--- src/rtl/cfir_pkg.sv ---
// Shared types and constants for the complex FIR filter.
`default_nettype none

package cfir_pkg;

    localparam int TAPS   = 128;
    localparam int TAPS_W = (TAPS > 1) ? $clog2(TAPS) : 1;
    localparam int SMP_W  = 16;
    localparam int CPLX_W = 2 * SMP_W;
    localparam int PROD_W = 2 * SMP_W;
    localparam int ACC_W  = 40;
    localparam int CIDX_W = 7;

    typedef enum logic [0:0] {
        OP_FILTER = 1'b0,
        OP_COEF   = 1'b1
    } op_t;

    typedef logic signed [SMP_W-1:0] smp_t;
    typedef logic signed [ACC_W-1:0] acc_t;

    // Sequencer to MAC control
    typedef struct packed {
        logic start;
        logic vld;
        logic last;
    } mac_ctl_t;

endpackage

`default_nettype wire

--- src/rtl/cfir_mac.sv ---
// Complex multiply-accumulate unit: registered products, then 40-bit accumulate.
`default_nettype none

module cfir_mac
    import cfir_pkg::*;
(
    input  wire logic     clk,
    input  wire logic     rst_n,
    input  wire mac_ctl_t ctl,
    input  wire smp_t     smp_re,
    input  wire smp_t     smp_im,
    input  wire smp_t     cf_re,
    input  wire smp_t     cf_im,
    output acc_t          acc_re,
    output acc_t          acc_im,
    output logic          done
);

    logic signed [PROD_W-1:0] p_rr_reg, p_ii_reg, p_ri_reg, p_ir_reg;
    logic signed [PROD_W-1:0] p_rr_next, p_ii_next, p_ri_next, p_ir_next;
    logic                     pvld_reg, plast_reg, done_reg;
    acc_t                     acc_re_reg, acc_im_reg;
    acc_t                     acc_re_next, acc_im_next;
    acc_t                     e_rr, e_ii, e_ri, e_ir;

    always_comb
    begin
        p_rr_next = smp_re * cf_re;
        p_ii_next = smp_im * cf_im;
        p_ri_next = smp_re * cf_im;
        p_ir_next = smp_im * cf_re;
    end

    assign e_rr = {{(ACC_W-PROD_W){p_rr_reg[PROD_W-1]}}, p_rr_reg};
    assign e_ii = {{(ACC_W-PROD_W){p_ii_reg[PROD_W-1]}}, p_ii_reg};
    assign e_ri = {{(ACC_W-PROD_W){p_ri_reg[PROD_W-1]}}, p_ri_reg};
    assign e_ir = {{(ACC_W-PROD_W){p_ir_reg[PROD_W-1]}}, p_ir_reg};

    // Sum wraps modulo 2^40
    assign acc_re_next = acc_re_reg + e_rr - e_ii;
    assign acc_im_next = acc_im_reg + e_ri + e_ir;

    always_ff @(posedge clk)
    begin
        p_rr_reg <= p_rr_next;
        p_ii_reg <= p_ii_next;
        p_ri_reg <= p_ri_next;
        p_ir_reg <= p_ir_next;
    end

    always_ff @(posedge clk or negedge rst_n)
    begin
        if (!rst_n)
        begin
            pvld_reg   <= 1'b0;
            plast_reg  <= 1'b0;
            done_reg   <= 1'b0;
            acc_re_reg <= '0;
            acc_im_reg <= '0;
        end
        else
        begin
            pvld_reg  <= ctl.vld;
            plast_reg <= ctl.last;
            done_reg  <= pvld_reg && plast_reg;
            if (ctl.start)
            begin
                acc_re_reg <= '0;
                acc_im_reg <= '0;
            end
            else if (pvld_reg)
            begin
                acc_re_reg <= acc_re_next;
                acc_im_reg <= acc_im_next;
            end
        end
    end

    assign acc_re = acc_re_reg;
    assign acc_im = acc_im_reg;
    assign done   = done_reg;

endmodule

`default_nettype wire

--- config.mk ---
export PLATFORM = sky130hd
export DESIGN_NAME = cfir_mac
export DESIGN_NICKNAME = d
export VERILOG_FILES = /design/src/rtl/cfir_pkg.sv /design/src/rtl/cfir_mac.sv
export SDC_FILE = /design/constraint.sdc
export NUM_CORES = 2
export LEC_CHECK = 0
export BUFFER_PORTS_ARGS = -buffer_cell sky130_fd_sc_hd__buf_2
export CORE_AREA = 2 2 360 362
export CTS_BUF_LIST = sky130_fd_sc_hd__clkbuf_4
export DETAILED_ROUTE_END_ITERATION = 7
export DIE_AREA = 0 0 362 364
export HOLD_SLACK_MARGIN = 0.08
export PLACE_DENSITY = 0.66
export SETUP_SLACK_MARGIN = 0.4
export SLEW_MARGIN = 20
export SYNTH_ARGS = -nofsm -noshare
export SYNTH_HDL_FRONTEND = slang
export SYNTH_SLANG_ARGS = --single-unit
--- constraint.sdc ---
create_clock -name clk -period 5.1 [get_ports clk]
set_clock_uncertainty 0.1 [all_clocks]
set_input_delay 0.255 -clock clk [delete_from_list [all_inputs] [get_ports clk]]
set_output_delay 0.255 -clock clk [all_outputs]
set_load 0.02 [all_outputs]
* Word-level counts from Yosys, hierarchy flattened
Index checks and enable logic that the tools add are counted.
** Operators by class
- Add/subtract/negate cells :: 4
- Multipliers :: 4
- Mux-type cells :: 4
- Reduce and logical (&&, ||, !) cells :: 2
** Operators by type and width (count)
- $mux 40 :: 4
- $mul 16x16->32 :: 4
- $add 40x32->40 :: 3
- $sub 40x32->40 :: 1
- $reduce_bool 2->1 :: 1
- $logic_and 1x1->1 :: 1
** Word-level totals
- Flip-flop bits (word level) :: 211
- Input port bits :: 69
- Output and inout port bits :: 81
- Logic and storage cells :: 23

* Depth between registers and ports, before layout
- Depth after elaboration :: 4
- Depth in mapped cells :: 26
- Mapped depth without buffers :: 24

* Worst setup path before layout
Ideal clock, no wire load.
- Kind :: input to register
- Start point :: input smp_re[15]
- End point :: register p_ri_reg[28]
- Setup time :: 0.072 ns
- Arrival :: 6.096 ns
- Data required time :: 4.928 ns
- Path slack :: -1.169 ns
- Cell stages on the path :: 20
- Path buffers :: 1
- Cells stage by stage :: clkbuf_1 -> nand2_1 -> inv_1 -> fa_1 -> fa_1 -> fa_1 -> fa_1 -> fa_1 -> inv_1 -> fa_1 -> inv_1 -> ha_1 -> a21oi_1 -> or3b_2 -> a2111o_1 -> a31o_2 -> a211oi_2 -> nor2_1 -> a211oi_2 -> xnor2_1
** On the way
- Longest elaborated chain between the ends :: 1
** RTL lines
- start, declared :: line cfir_mac.sv:10 : input wire smp_t smp_re,
- $mul 16x16->32 :: line cfir_mac.sv:30 : p_ri_next = smp_re * cf_im;
- net p_ri_next[28] :: line cfir_mac.sv:20 : logic signed [PROD_W-1:0] p_rr_next, p_ii_next, p_ri_next, p_ir_next;
- end signal, assigned :: line cfir_mac.sv:47 : p_ri_reg <= p_ri_next;
- end, declared :: line cfir_mac.sv:19 : logic signed [PROD_W-1:0] p_rr_reg, p_ii_reg, p_ri_reg, p_ir_reg;
The timed path passes the listed nets, and every way through them passes these cells.
A chain may end at the register's enable or synchronous reset.

* Worst setup path in the final report
- Start point :: input cf_im[5]
- End point :: register p_ri_reg[20]
** On the way
- Longest elaborated chain between the ends :: 1
** RTL lines
- start, declared :: line cfir_mac.sv:13 : input wire smp_t cf_im,
- $mul 16x16->32 :: line cfir_mac.sv:30
- net p_ri_next[20] :: line cfir_mac.sv:20
The timed path passes the listed nets, and every way through them passes these cells.

==> results.cfg <==
[logic_synthesis]
dominant_combinational_cell_family_by_area_after_synthesis = adder cells
count_of_warnings_emitted_by_yosys = 0
yosys.area_share.simple_pct = 14.26
synth.yosys.seq_area_share_pct = 9.109
synthMostInstantiatedCell = inv_1
synth.distinct_cells = 78
syn_inst = 5518
yosys.area_share.adder_pct = 54.27
syn_area_mm2 = 0.05094
synth_enable_flop_cells = 0
synthTopCellsByCount = inv_1 (1296), fa_1 (1127), nand2_1 (552)
synth_compound_gate_area_share_pct = 6.944
synthXorXnorAreaFrac_pct = 3.508
yosys.area.top_type = fa_1
synth_top_cell_area_share_pct = 44.29
syn-num-nets = 7120
synth_ff_type = dfxtp_1
ys_top_cells_by_area = fa_1 (44%), ha_1 (10%), inv_1 (9.6%)
ys_ff_latch = 211
syn_avg_cell_area_um2 = 9.231
postSynth.asyncResetShare_pct = 39.34
muxShareOfSynthArea_pct = 0.7075

[clocking]
root_buffer = clkbuf_4
worstSkewPairLatency_ns = 0.84
tritoncts_clock_tree = built
clkSlewWorstSetupHoldPaths_ns = 0.06
clk_path_buf_depth = 3
numCtsBuffers = 60
htree_levels = 2
clock-sinks = 211

[setup_path]
path_delay_family = adder cells
slowest_stage = fa_1
cp.buffers_inverters = 8
crit_type = primary input to register
crit_chain = buf_16 -> and2_4 -> fa_1 -> inv_2 -> fa_2 -> fa_1 -> fa_1 -> inv_2 -> fa_1 -> fa_1 -> ha_4 -> a21o_1 -> a21o_1 -> a21o_1 -> nor2b_4 -> a2111o_1 -> buf_6 -> buf_6 -> buf_6 -> buf_6 -> buf_6 -> a31oi_4 -> xnor2_2
worst_setup_ep_type = register
arrival_ns = 5.90
largest_fanout_of_any_net_on_the_critical_path = 5
slowest_delay_ns = 0.60
timing.critical_path.required_ns = 5.68
worstSetupStartpointType = primary input

[finish]
area.growth.synth_to_final_pct = 27.01
sequential_cell_area_mm2 = 0.004643
multiInputGateArea_mm2 = 0.04270
stdcell_count = 8113
number_of_fillers_in_the_final_layout = 11540
finish.net_count = 7987
drive_gt1_share_pct = 23.92

[sta]
timing_max_transition_violations_final = 0
timing.final.crit_share_pct = 104.3
report.final.setup_viol = 34
fmax_mhz = 187.9
worst-slew-pin-transition_ns = 1.077
hold_violations = 0
worst_slew_margin_rel_pct = 28.09
rsz0062_at_grt = true
post-route-min-period_ns = 5.322
finalWorstSetupSlack_ns = -0.2218

[global_route]
first_global_vias = 43960
gr-total-overflow = 0
antenna_found_initial = 3
wire_length_of_the_first_global_routing_pass_um = 245300
grt.met3_usage_pct = 3.491
gr-usage-all-layers_pct = 23.95
grt.met2_usage_pct = 38.78
grt_max_degree = 73
met1_usage_pct = 31.20
top_usage_layer = met2

[run_status]
failing_checks = setup timing
run_status = complete, but fails checks

[placement]
final_estimated_routing_congestion_in_global_placement = 0.9282
placed_wire_length_estimate_um = 126600
placed_cells_incl_taps = 7835
io_buffer_count = 149

[worst_hold_path]
min-delay-path-class = primary input to register

[floorplanning]
core_area_mm2 = 0.1283
start_util_pct = 39.69
ioPinCount = 150
floorplan.die_area_mm2 = 0.1318
num_rows = 132
die_x_um = 362
fp.dieH_um = 364

[detailed_routing]
postRouteAntennaNets = 0
detail_route.iter0.violations = 2629
post-route-drc-count = 0
wl_per_cell_um = 19.15
detail_route.vias_per_cell = 4.977
wirelength_um = 155400
dr.pass1.iters = 5
vias = 40380

[job]
maxCapViolCount = 0
[metal layers]
layer / part of all wire (%) / wire (um)
met1: 41 / 63550
met5: 0.021 / 32
met4: 6.2 / 9593
met3: 7.1 / 10980
met2: 46 / 71200
[timing repair]
item | CTS | global route
resized for setup | 425 | 266
setup buffers | 80 | 42
endpoints found under the setup margin | 70 | 72
cloned | 10 | 7
endpoints found under the hold margin | 160 | 1
hold buffers | 23 | 1
pin swaps | 152 | 192
[worst reg2reg max path, delay by kind of cell, from the launching register on]
kind / cells / cell delay [ns]
adder cells (fa/ha/maj): 2 / 0.89
AO/OA/AOI/OAI: 9 / 2.65
flip-flops: 1 / 0.41
buffers and inverters: 3 / 0.28
[area by class of cell]
class	instances	area share [%]
Clock inverter	22	0.1451
Inverter	1297	7.541
Multi-Input combinational cell	3789	66.01
Clock buffer	88	1.021
Timing Repair Buffer	1026	14.85
Sequential cell	211	7.177
Tap cell	1675	3.240
Antenna cell	5	0.01934
[cell families (layout without fill, tap and decap cells)]
family,count (synthesis),after routing
simple gates,1478,1478
fa+ha+maj,1533,1533
buf+inv,1518,2433
mux,36,36
other cells,0,5
compound gates,538,538
xor+xnor,204,204
flops,211,211
[path summary, 6_finish.rpt]
check,start,end,slack [ns],cells after the start
max,cf_im[5],p_ri_reg[20]$_DFF_P_,-0.22,23
min,cf_im[1],p_ri_reg[2]$_DFF_P_,0.12,6
max reg2reg,acc_re[2]$_DFFE_PN0P_,acc_re[34]$_DFFE_PN0P_,0.64,14
min reg2reg,plast_reg$_DFF_PN0_,done$_DFF_PN0_,0.37,1
max in group asynchronous,rst_n,pvld_reg$_DFF_PN0_,3.80,4
min in group asynchronous,rst_n,acc_im[4]$_DFFE_PN0P_,0.39,4
[through the flow]
step	cell area [um2]	hold slack (ns)	TNS [ns]	utilization (%)	worst slack, ns
2_1_floorplan	52340	-0.1406	-13.05	-	-0.7634
3_3_place_gp	59660	0.1700	-69.64	46.49	-1.288
3_5_place_dp	59660	0.1683	-75.71	46.49	-1.375
4_1_cts	63170	0.09505	-1.112	49.22	-0.1532
5_1_grt	64690	0.08265	-7.625	50.41	-0.3139
6_report	64690	0.1228	-3.538	50.41	-0.2218
[layout by cell type (no fill, tap or decap), types with 25 or more instances in the layout]
cell type,netlist,layout
and2_1,496,434
nand2_1,552,521
a21oi_1,181,138
buf_4,1,649
o21a_1,34,31
inv_2,0,62
o21bai_1,33,30
nand2_2,0,25
nor2_1,219,198
dfrtp_1,83,82
fa_1,1127,1072
mux2i_1,36,36
xnor2_1,161,144
ha_4,0,40
dfxtp_1,128,128
xor2_1,43,40
and2_4,0,62
ha_1,406,355
clkbuf_4,0,91
buf_12,0,80
inv_1,1296,1232
nor3_1,33,30
buf_2,3,91
fa_2,0,55
a21o_1,69,69
nand2b_1,35,35
nand3_1,40,38
buf_6,0,140
o21ai_0,84,56
a21oi_2,0,31
Power is left out: the tool's default activity adds up to more than one toggle a clock period on the data nets, which glitch-free logic cannot reach.
